<file path="config.mk">
export PLATFORM = sky130hd
export DESIGN_NAME = pixel_alpha_blend_16bit
export DESIGN_NICKNAME = d
export VERILOG_FILES = /design/src/sv/pab_pkg.sv /design/src/sv/pab_chan.sv /design/src/sv/pixel_alpha_blend_16bit.sv
export SDC_FILE = /design/constraint.sdc
export NUM_CORES = 1
export LEC_CHECK = 0
export ABC_CLOCK_PERIOD_IN_PS = 7000
export BUFFER_PORTS_ARGS = -buffer_cell sky130_fd_sc_hd__buf_2
export CORE_ASPECT_RATIO = 2
export CORE_MARGIN = 3
export CORE_UTILIZATION = 65
export DETAILED_ROUTE_END_ITERATION = 6
export GPL_ROUTABILITY_DRIVEN = 0
export HOLD_SLACK_MARGIN = 0.1
export PLACE_DENSITY = 0.79
export SLEW_MARGIN = 5
export SYNTH_ARGS = -nofsm -noshare
export SYNTH_HDL_FRONTEND = slang
export SYNTH_HIERARCHICAL = 1
export SYNTH_SLANG_ARGS = --single-unit
</file>
<file path="constraint.sdc">
create_clock -name clk_i -period 7 [get_ports clk_i]
set_clock_uncertainty 0.15 [all_clocks]
set_input_delay 0.35 -clock clk_i [delete_from_list [all_inputs] [get_ports clk_i]]
set_output_delay 0.35 -clock clk_i [all_outputs]
set_load 0.02 [all_outputs]
</file>
<file path="src/sv/pab_pkg.sv">
// ----------------------------------------------------------------------------
// pab_pkg
// Shared types and constants for the 16-bit pixel alpha blend unit.
// ----------------------------------------------------------------------------
package pab_pkg;

  // channel and packed pixel widths
  localparam int unsigned ChanW = 8;
  localparam int unsigned PixW  = 16;
  localparam int unsigned CfgW  = 8;
  localparam int unsigned IdxW  = 3;

  // write modes
  typedef enum logic [2:0] {
    MODE_COPY    = 3'd0,
    MODE_SPRITE  = 3'd1,
    MODE_BLEND   = 3'd2,
    MODE_MASKED  = 3'd3,
    MODE_DIRECT  = 3'd4
  } write_mode_e;

  // configuration register indexes
  typedef enum logic [IdxW-1:0] {
    REG_FORMAT     = 3'd0,
    REG_MODE       = 3'd1,
    REG_MASK_RED   = 3'd2,
    REG_MASK_GREEN = 3'd3,
    REG_MASK_BLUE  = 3'd4,
    REG_MASK_ALPHA = 3'd5
  } cfg_idx_e;

  // pixel formats
  localparam logic FMT_565 = 1'b0;
  localparam logic FMT_555 = 1'b1;

  // control that travels with each word down the pipe
  typedef struct packed {
    logic            valid;
    logic            fmt;
    logic            blend;
    logic [PixW-1:0] bypass;
  } pipe_ctl_t;

  // three 8-bit channels
  typedef struct packed {
    logic [ChanW-1:0] r;
    logic [ChanW-1:0] g;
    logic [ChanW-1:0] b;
  } rgb_t;

  // unpack a packed pixel to 8-bit channels, low bits zero
  function automatic rgb_t unpack(input logic fmt, input logic [PixW-1:0] p);
    rgb_t c;
    c.b = {p[4:0], 3'b000};
    if (fmt == FMT_565) begin
      c.r = {p[15:11], 3'b000};
      c.g = {p[10:5], 2'b00};
    end else begin
      c.r = {p[14:10], 3'b000};
      c.g = {p[9:5], 3'b000};
    end
    return c;
  endfunction

  // pack 8-bit channels by keeping their top bits
  function automatic logic [PixW-1:0] pack(input logic fmt, input rgb_t c);
    logic [PixW-1:0] p;
    if (fmt == FMT_565) begin
      p = {c.r[7:3], c.g[7:2], c.b[7:3]};
    end else begin
      p = {1'b0, c.r[7:3], c.g[7:3], c.b[7:3]};
    end
    return p;
  endfunction

endpackage

</file>
<file path="src/sv/pab_chan.sv">
// ----------------------------------------------------------------------------
// pab_chan
// One color channel of the blend: registered products s*a and d*(256-a),
// then their sum scaled down by 256.
// ----------------------------------------------------------------------------
module pab_chan (
  input  logic                      clk_i,
  input  logic [pab_pkg::ChanW-1:0] src_i,
  input  logic [pab_pkg::ChanW-1:0] dst_i,
  input  logic [pab_pkg::ChanW-1:0] alpha_i,
  output logic [pab_pkg::ChanW-1:0] mix_o
);

  logic [2*pab_pkg::ChanW-1:0] prod_s_d, prod_s_q;
  logic [2*pab_pkg::ChanW:0]   prod_d_d, prod_d_q;
  logic [pab_pkg::ChanW:0]     inv_alpha;
  logic [2*pab_pkg::ChanW:0]   sum;

  // weight of the destination
  assign inv_alpha = (pab_pkg::ChanW+1)'(1 << pab_pkg::ChanW) - {1'b0, alpha_i};

  // products
  assign prod_s_d = src_i * alpha_i;
  assign prod_d_d = dst_i * inv_alpha;

  always_ff @(posedge clk_i) begin
    prod_s_q <= prod_s_d;
    prod_d_q <= prod_d_d;
  end

  // sum stays below 2^16, so the top byte of the low 16 bits is the quotient
  assign sum   = {1'b0, prod_s_q} + prod_d_q;
  assign mix_o = sum[2*pab_pkg::ChanW-1:pab_pkg::ChanW];

endmodule

</file>
<file path="src/sv/pixel_alpha_blend_16bit.sv">
// ----------------------------------------------------------------------------
// pixel_alpha_blend_16bit
// Frame buffer pixel write unit: copy, sprite, blend, masked blend and
// direct 8-bit source blend for 5:6:5 and 5:5:5 pixels.
// ----------------------------------------------------------------------------
//  channel   | ports                                         | handshake
//  ----------+-----------------------------------------------+-----------------
//  input     | dest_pixel_i source_pixel_i source_red_i      | start, busy
//            | source_green_i source_blue_i source_alpha_i   |
//  result    | new_pixel_o                                   | done_o strobe
//  config    | cfg_idx_i cfg_data_i                          | cfg_we_i
//
//  one word enters per cycle; its result strobes out once it has passed the
//  stage 1, stage 2 and stage 3 registers; stage 1 unpacks and applies the masks,
//  stage 2 holds the channel products, stage 3 holds the packed result
//  busy stays low: the pipe never stalls since results cannot be held off
//  reset empties the pipe and loads the register defaults
// ----------------------------------------------------------------------------
module pixel_alpha_blend_16bit (
  input  logic                      clk_i,
  input  logic                      rst_ni,
  // command side
  input  logic                      start,
  output logic                      busy,
  input  logic [pab_pkg::PixW-1:0]  dest_pixel_i,
  input  logic [pab_pkg::PixW-1:0]  source_pixel_i,
  input  logic [pab_pkg::ChanW-1:0] source_red_i,
  input  logic [pab_pkg::ChanW-1:0] source_green_i,
  input  logic [pab_pkg::ChanW-1:0] source_blue_i,
  input  logic [pab_pkg::ChanW-1:0] source_alpha_i,
  // result side
  output logic                      done_o,
  output logic [pab_pkg::PixW-1:0]  new_pixel_o,
  // configuration
  input  logic                      cfg_we_i,
  input  logic [pab_pkg::IdxW-1:0]  cfg_idx_i,
  input  logic [pab_pkg::CfgW-1:0]  cfg_data_i
);

  // configuration registers
  logic                         fmt_q;
  pab_pkg::write_mode_e         mode_q;
  logic [pab_pkg::ChanW-1:0]    mask_r_q, mask_g_q, mask_b_q, mask_a_q;

  // pipeline registers
  pab_pkg::pipe_ctl_t           ctl1_d, ctl1_q, ctl2_q;
  logic                         done_q;
  logic [pab_pkg::PixW-1:0]     pix_d, pix_q;
  pab_pkg::rgb_t                src1_d, src1_q, dst1_d, dst1_q;
  logic [pab_pkg::ChanW-1:0]    alpha1_d, alpha1_q;

  // stage 1 helpers
  pab_pkg::rgb_t                src_unp, src_sel;
  logic [2*pab_pkg::ChanW-1:0]  mr_prod, mg_prod, mb_prod, ma_prod;
  logic                         accept;
  pab_pkg::rgb_t                mix;

  assign busy   = 1'b0;
  assign accept = start && !busy;

  // register writes
  always_ff @(posedge clk_i or negedge rst_ni) begin
    if (!rst_ni) begin
      fmt_q    <= pab_pkg::FMT_565;
      mode_q   <= pab_pkg::MODE_BLEND;
      mask_r_q <= '1;
      mask_g_q <= '1;
      mask_b_q <= '1;
      mask_a_q <= '1;
    end else if (cfg_we_i) begin
      case (cfg_idx_i)
        pab_pkg::REG_FORMAT:     fmt_q    <= cfg_data_i[0];
        pab_pkg::REG_MODE:       mode_q   <= pab_pkg::write_mode_e'(cfg_data_i[2:0]);
        pab_pkg::REG_MASK_RED:   mask_r_q <= cfg_data_i;
        pab_pkg::REG_MASK_GREEN: mask_g_q <= cfg_data_i;
        pab_pkg::REG_MASK_BLUE:  mask_b_q <= cfg_data_i;
        pab_pkg::REG_MASK_ALPHA: mask_a_q <= cfg_data_i;
        default: ;
      endcase
    end
  end

  // stage 1: unpack, pick source, apply masks, resolve non-blend modes
  always_comb begin
    src_unp  = pab_pkg::unpack(fmt_q, source_pixel_i);
    dst1_d   = pab_pkg::unpack(fmt_q, dest_pixel_i);
    src_sel  = src_unp;
    if (mode_q == pab_pkg::MODE_DIRECT) begin
      src_sel.r = source_red_i;
      src_sel.g = source_green_i;
      src_sel.b = source_blue_i;
    end
    mr_prod  = src_unp.r * mask_r_q;
    mg_prod  = src_unp.g * mask_g_q;
    mb_prod  = src_unp.b * mask_b_q;
    ma_prod  = source_alpha_i * mask_a_q;
    src1_d   = src_sel;
    alpha1_d = source_alpha_i;
    if (mode_q == pab_pkg::MODE_MASKED) begin
      src1_d.r = mr_prod[2*pab_pkg::ChanW-1:pab_pkg::ChanW];
      src1_d.g = mg_prod[2*pab_pkg::ChanW-1:pab_pkg::ChanW];
      src1_d.b = mb_prod[2*pab_pkg::ChanW-1:pab_pkg::ChanW];
      alpha1_d = ma_prod[2*pab_pkg::ChanW-1:pab_pkg::ChanW];
    end
    ctl1_d.valid = accept;
    ctl1_d.fmt   = fmt_q;
    case (mode_q)
      pab_pkg::MODE_COPY: begin
        ctl1_d.blend  = 1'b0;
        ctl1_d.bypass = source_pixel_i;
      end
      pab_pkg::MODE_SPRITE: begin
        ctl1_d.blend  = 1'b0;
        ctl1_d.bypass = (source_alpha_i != '0) ? source_pixel_i : dest_pixel_i;
      end
      pab_pkg::MODE_BLEND, pab_pkg::MODE_MASKED, pab_pkg::MODE_DIRECT: begin
        ctl1_d.blend  = 1'b1;
        ctl1_d.bypass = dest_pixel_i;
      end
      default: begin
        ctl1_d.blend  = 1'b0;
        ctl1_d.bypass = dest_pixel_i;
      end
    endcase
  end

  // control and valid bits
  always_ff @(posedge clk_i or negedge rst_ni) begin
    if (!rst_ni) begin
      ctl1_q <= '0;
      ctl2_q <= '0;
      done_q <= 1'b0;
    end else begin
      ctl1_q <= ctl1_d;
      ctl2_q <= ctl1_q;
      done_q <= ctl2_q.valid;
    end
  end

  // stage 1 payload
  always_ff @(posedge clk_i) begin
    src1_q   <= src1_d;
    dst1_q   <= dst1_d;
    alpha1_q <= alpha1_d;
  end

  // stage 2: per-channel products
  pab_chan u_chan_r (
    .clk_i   (clk_i),
    .src_i   (src1_q.r),
    .dst_i   (dst1_q.r),
    .alpha_i (alpha1_q),
    .mix_o   (mix.r)
  );

  pab_chan u_chan_g (
    .clk_i   (clk_i),
    .src_i   (src1_q.g),
    .dst_i   (dst1_q.g),
    .alpha_i (alpha1_q),
    .mix_o   (mix.g)
  );

  pab_chan u_chan_b (
    .clk_i   (clk_i),
    .src_i   (src1_q.b),
    .dst_i   (dst1_q.b),
    .alpha_i (alpha1_q),
    .mix_o   (mix.b)
  );

  // stage 3: pack and pick the word
  assign pix_d = ctl2_q.blend ? pab_pkg::pack(ctl2_q.fmt, mix) : ctl2_q.bypass;

  always_ff @(posedge clk_i) begin
    pix_q <= pix_d;
  end

  assign done_o      = done_q;
  assign new_pixel_o = pix_q;

`ifndef NO_ASSERTIONS
  // every word accepted strobes out on done_o
  a_latency: assert property (@(posedge clk_i) disable iff (!rst_ni)
    start |-> ##3 done_o)
    else $error("accepted word did not come out after three cycles");

  // no strobe without a matching accepted word
  a_no_spurious: assert property (@(posedge clk_i) disable iff (!rst_ni)
    done_o |-> $past(start, 3))
    else $error("result strobe without an accepted word");

  // copy mode passes the source word through untouched
  a_copy: assert property (@(posedge clk_i) disable iff (!rst_ni)
    done_o && $past(mode_q == pab_pkg::MODE_COPY, 3)
      |-> new_pixel_o == $past(source_pixel_i, 3))
    else $error("copy mode changed the source word");
`endif

endmodule

</file>
* Yosys cells after proc, flatten, opt, wreduce, memory -nomap -nowiden
Cells that the tools add are included.
** Storage, ports and cells
- Input port bits :: 79
- Flip-flop bits (word level) :: 240
- Output and inout port bits :: 18
** Operators by class
- Multipliers :: 10
- Reductions and logical operators :: 10
- Add/sub/neg operators :: 4
- Equality and inequality tests :: 9
- Muxes and demuxes :: 9
** Operators with widths (number)
- multiplier 8 x 8 -> 16 bit :: 6
- 2-to-1 mux 16 bit :: 5
- one-hot mux 17 bit (3 select lines) :: 1
- adder 16 bit :: 3
- 2-to-1 mux 24 bit :: 2
- multiplier 8 x 9 -> 16 bit :: 2
- multiplier 5 x 8 -> 13 bit :: 1
- multiplier 5 x 9 -> 13 bit :: 1
- == test 3 x 2 -> 1 bit, second input constant :: 4
- AND reduction 2 bit :: 6
- == test 3 bit, second input constant :: 3
- subtractor 9 x 8 -> 9 bit, first input constant :: 1
- 2-to-1 mux 8 bit :: 1
- nonzero test 8 bit :: 1
- == test 3 x 1 -> 1 bit, second input constant :: 2
- zero test 3 bit :: 2
- OR reduction 3 bit :: 1

* Depth between registers and ports, before layout
- Depth after elaboration :: 3
- Gate-level depth with buffers :: 20

* By module
Netlist, hierarchy kept.
** Modules (own cells, without submodules)
- pixel_alpha_blend_16bit :: cells each 1090, times used 1, area an instance 10817.9 µm², sequential area each 3199.3 µm²
- pab_chan (u_chan_r) :: cells each 648, times used 1, area an instance 5776.8 µm², sequential area each 640.6 µm²
- pab_chan (u_chan_g) :: cells each 621, times used 1, area an instance 5536.6 µm², sequential area each 640.6 µm²
- pab_chan (u_chan_b) :: cells each 622, times used 1, area an instance 5519.0 µm², sequential area each 640.6 µm²

* Worst setup path after synthesis
No wires, ideal clock.
- Path kind :: flip-flop to flip-flop
- Start :: reg alpha1_q[0] (netlist name)
- End :: reg u_chan_r/prod_d_q[13] (netlist name)
- Clock period less this slack :: 5465 ps
- Path slack :: 1535 ps
- Setup time :: 134 ps
- Required time :: 6716 ps
- Arrival time :: 5181 ps
- Cell stages (with the launch flop) :: 20
- Path through :: dfxtp_1 clkbuf_1 inv_1 ha_1 or3b_4 xor2_1 nand2_1 fa_1 fa_1 inv_1 fa_1 inv_1 fa_1 inv_1 ha_1 a21o_1 a21oi_2 o221ai_2 and3b_1 or4_1
** On the way
- Cells in the longest elaborated chain, start to end :: 2
** RTL lines
- start: declaration :: line pixel_alpha_blend_16bit.sv:50 : logic [pab_pkg::ChanW-1:0] alpha1_d, alpha1_q;
- start signal: assignment :: line pixel_alpha_blend_16bit.sv:144 : alpha1_q <= alpha1_d;
- subtractor 9 x 8 -> 9 bit :: line pab_chan.sv:20 : assign inv_alpha = (pab_pkg::ChanW+1)'(1 << pab_pkg::ChanW) - {1'b0, alpha_i};
- multiplier 8 x 9 -> 16 bit :: line pab_chan.sv:24 : assign prod_d_d = dst_i * inv_alpha;
- net u_chan_r.prod_d_d, one bit :: line pab_chan.sv:15 : logic [2*pab_pkg::ChanW:0] prod_d_d, prod_d_q;
- end signal: assignment :: line pab_chan.sv:28 : prod_d_q <= prod_d_d;
- end: declaration :: line pab_chan.sv:15
The timed path passes the listed nets, and every way through them passes these cells.
A chain may end at the register's enable or synchronous reset.

* Worst setup path after layout
- Start :: reg alpha1_q[1] (netlist name)
- End :: reg u_chan_g/prod_d_q[14] (netlist name)
** On the way
- Cells in the longest elaborated chain, start to end :: 2
** RTL lines (line)
- subtractor 9 x 8 -> 9 bit :: pab_chan.sv:20
- multiplier 8 x 9 -> 16 bit :: pab_chan.sv:24
- net u_chan_g.prod_d_d, one bit :: pab_chan.sv:15
- end signal: assignment :: pab_chan.sv:28
- end: declaration :: pab_chan.sv:15
The timed path passes the listed nets, and every way through them passes these cells.

==> metrics.log <==
[metrics] outcome: finished clean
[metrics] max cap viols: 0
[metrics] critical path startpoint category: flop
[metrics] register area: ~5000 sq um
[metrics] number of filler instances in the final layout: approximately 3100
[metrics] maximum root-to-sink buffer count: 3
[metrics] min Tclk post-route: approximately 6.2 ns
[metrics] antenna-violating nets left: 0
[metrics] floorplan die area: about 45000 sq um
[metrics] wire length of the first global-routing pass: 115000 microns
[metrics] violation count after the first detailed-route iteration: between 800 and 900
[metrics] leftover overflow at the end of global routing: 0
[metrics] endpoint kind of the worst setup timing path: flop
[metrics] Die Span X: roughly 150 microns
[metrics] vias after detailed routing: ~21000
[metrics] master of the slowest instance on the critical path: sky130_fd_sc_hd__dfxtp_1
[metrics] R2R setup slack: about 0.76 ns
[metrics] Final Cycle Share: 89.2%
[metrics] hold crit path type: input port to flop
[metrics] cts bufs inserted: 23
[metrics] clock input transition at the sequential cells of the worst setup and hold paths: about 0.060 ns
[metrics] top register by number of flip-flops: src1_q
[metrics] share of cells above drive strength 1: 8.99%
[metrics] worst slew pin tran: ~1.2 ns
[metrics] Std-Cell Rows: around 110
[metrics] core area: between 40000 and 50000 sq um
[metrics] synthesized instance count: 2964
[metrics] wl on met1: roughly 23000 microns
[metrics] number of flip-flops under the largest register name: 24
[metrics] Data required, critical path: about 7.3 ns
[metrics] Crit Path Class: flop to flop
[metrics] setup tns final: 0 ns
[metrics] startpoint of the worst register-to-register path: alpha1_q[1]
[metrics] setup repair after global routing missed its margin: false
[metrics] Sink Count: between 200 and 250
[metrics] area used by multi-input combinational logic: roughly 20000 sq um
[metrics] half-perimeter wire length of the detailed placement result: roughly 56000 microns
[metrics] initial cell density of the core: roughly two thirds
[metrics] Area growth syn-to-layout: 10.4%
[metrics] CP delay by family, top: adder cells
[metrics] commonest non-fill, non-tap cell in the layout: sky130_fd_sc_hd__inv_1
[metrics] max-slew headroom at the worst pin: 17.8%
[metrics] number of endpoints failing setup at the final stage: 0
[metrics] Setup WS post-layout: roughly 0.76 ns
[metrics] highest clock rate: roughly 160 MHz
[metrics] clock tree from TritonCTS: yes
[metrics] most frequent CP cell: sky130_fd_sc_hd__fa_1
[metrics] total iterations of the first detailed-routing run: 5
[metrics] critical path arrival: 6.57 ns
[metrics] synthesized area per cell: around 9.3 sq um
[metrics] via/cell ratio: about 5.7
[metrics] buffers and inverters on the worst path: 3
[metrics] DR WL/cell: ~19 microns
[metrics] post-synthesis instance area: about 28000 sq um
[metrics] final-report max-slew violation count: 0
[metrics] highest-count cells in the layout ignoring fill and taps: sky130_fd_sc_hd__inv_1, sky130_fd_sc_hd__ha_1, sky130_fd_sc_hd__and2_1
[metrics] antenna violations before repair: 1
[metrics] count of cells along the worst register-to-register path: 18
[metrics] IO Port Bufs: 95
[metrics] I/O pin count: 97
[metrics] global router's overall resource usage: between 30% and 40%
[metrics] Worst setup startpoint: alpha1_q[1]
[metrics] Reg-to-Reg End: u_chan_g/prod_d_q[14]
[metrics] sequence of cells on the critical path: inv_1 -> ha_1 -> nand3_1 -> xor2_1 -> and2_1 -> fa_1 -> fa_1 -> fa_1 -> inv_1 -> fa_1 -> inv_1 -> ha_1 -> or4_1 -> o211ai_1 -> nand2b_1 -> a31o_1 -> a21oi_1 -> xnor2_1
[metrics] number of levels the H-tree was split into: 1
[metrics] detailed-route DRC error count: 0
[metrics] vias in the first global route: about 24000
[metrics] cells resized by post-CTS repair: 0
[metrics] routed wl met2: around 38000 microns
[metrics] final number of hold-violating endpoints: 0
[metrics] largest net degree at the start of global routing: 76
[metrics] Total Wirelength: 70200 microns
[metrics] highest metal layer with signal wires: met4
[metrics] die outline height: just under 300 microns
[metrics] net count of the finished layout: between 3000 and 4000
[metrics] root cell of the clock tree: sky130_fd_sc_hd__clkbuf_16
[metrics] logic depth of the worst setup path including buffers: 18
[metrics] worst setup path endpoint: u_chan_g/prod_d_q[14]
[metrics] source-to-sink clock delay at the later pin of the worst-skew pair: approximately 0.55 ns
[metrics] maximum fanout along the worst path: 20
[metrics] DR WL met3: about 2800 microns
[metrics] worst slack, placed: about 0.91 ns
[metrics] registers with the most flip-flops: src1_q: 24 flops, ctl1_q: 19 flops, ctl2_q: 19 flops
[metrics] count of warnings emitted by yosys: 6
[metrics] max incr delay on CP: 0.89 ns
what timing repair did:
| action | in CTS | in global routing |
|---|---|---|
| buffers inserted | 0 | 0 |
| hold buffers | 70 | 0 |
| hold endpoints to repair | 138 | 0 |
per-layer routing:
metal | global-route usage (%) | vias to the layer above
li1 | - | 9877
met1 | 30.9 | 10500
met2 | 60.3 | 651
met3 | 4.13 | 305
met4 | 24.3 | 0
met5 | 0 | -
worst min-delay path, cell delays in order:
cell and delay, ns:
sky130_fd_sc_hd__buf_2 0.14, sky130_fd_sc_hd__nor3b_1 0.07, sky130_fd_sc_hd__mux2_2 0.21
per-stage QoR:
| stage | std cells | hold slack (ns) | instance area [sq um] | utilization, % |
|---|---|---|---|---|
| 2_1_floorplan | 3036 | -0.0956 | 27800 | - |
| 3_3_place_gp | 3632 | 0.182 | 28900 | 69.2 |
| 3_5_place_dp | 3632 | 0.185 | 28900 | 69.2 |
| 4_1_cts | 3743 | 0.104 | 30400 | 72.7 |
| 5_1_grt | 3744 | 0.121 | 30400 | 72.7 |
| 6_report | 3744 | 0.129 | 30400 | 72.7 |
worst min path at each step:
stage / from / endpoint / slack (ns) / cells after the start
floorplan: rst_ni / ctl1_q[0] / -0.1 / 0
global placement: ctl1_q[0] / ctl2_q[0] / 0.18 / 0
detailed placement: ctl1_q[3] / ctl2_q[3] / 0.18 / 0
CTS: cfg_idx_i[1] / fmt_q / 0.10 / 3
global route: cfg_idx_i[1] / fmt_q / 0.12 / 3
finish: cfg_idx_i[1] / fmt_q / 0.13 / 3
layout make-up:
class / count / area share, %
multi-input cells: 2239 / 67.7
flip-flops and latches: 235 / 16.9
inverters: 502 / 6.20
repair buffers: 186 / 4.40
clock buffers: 29 / 2.24
well taps: 540 / 2.22
clock inverters: 12 / 0.358
diodes: 1 / 0.00823
Power is left out: the tool's default activity adds up to more than one toggle a clock period on the data nets, which glitch-free logic cannot reach.
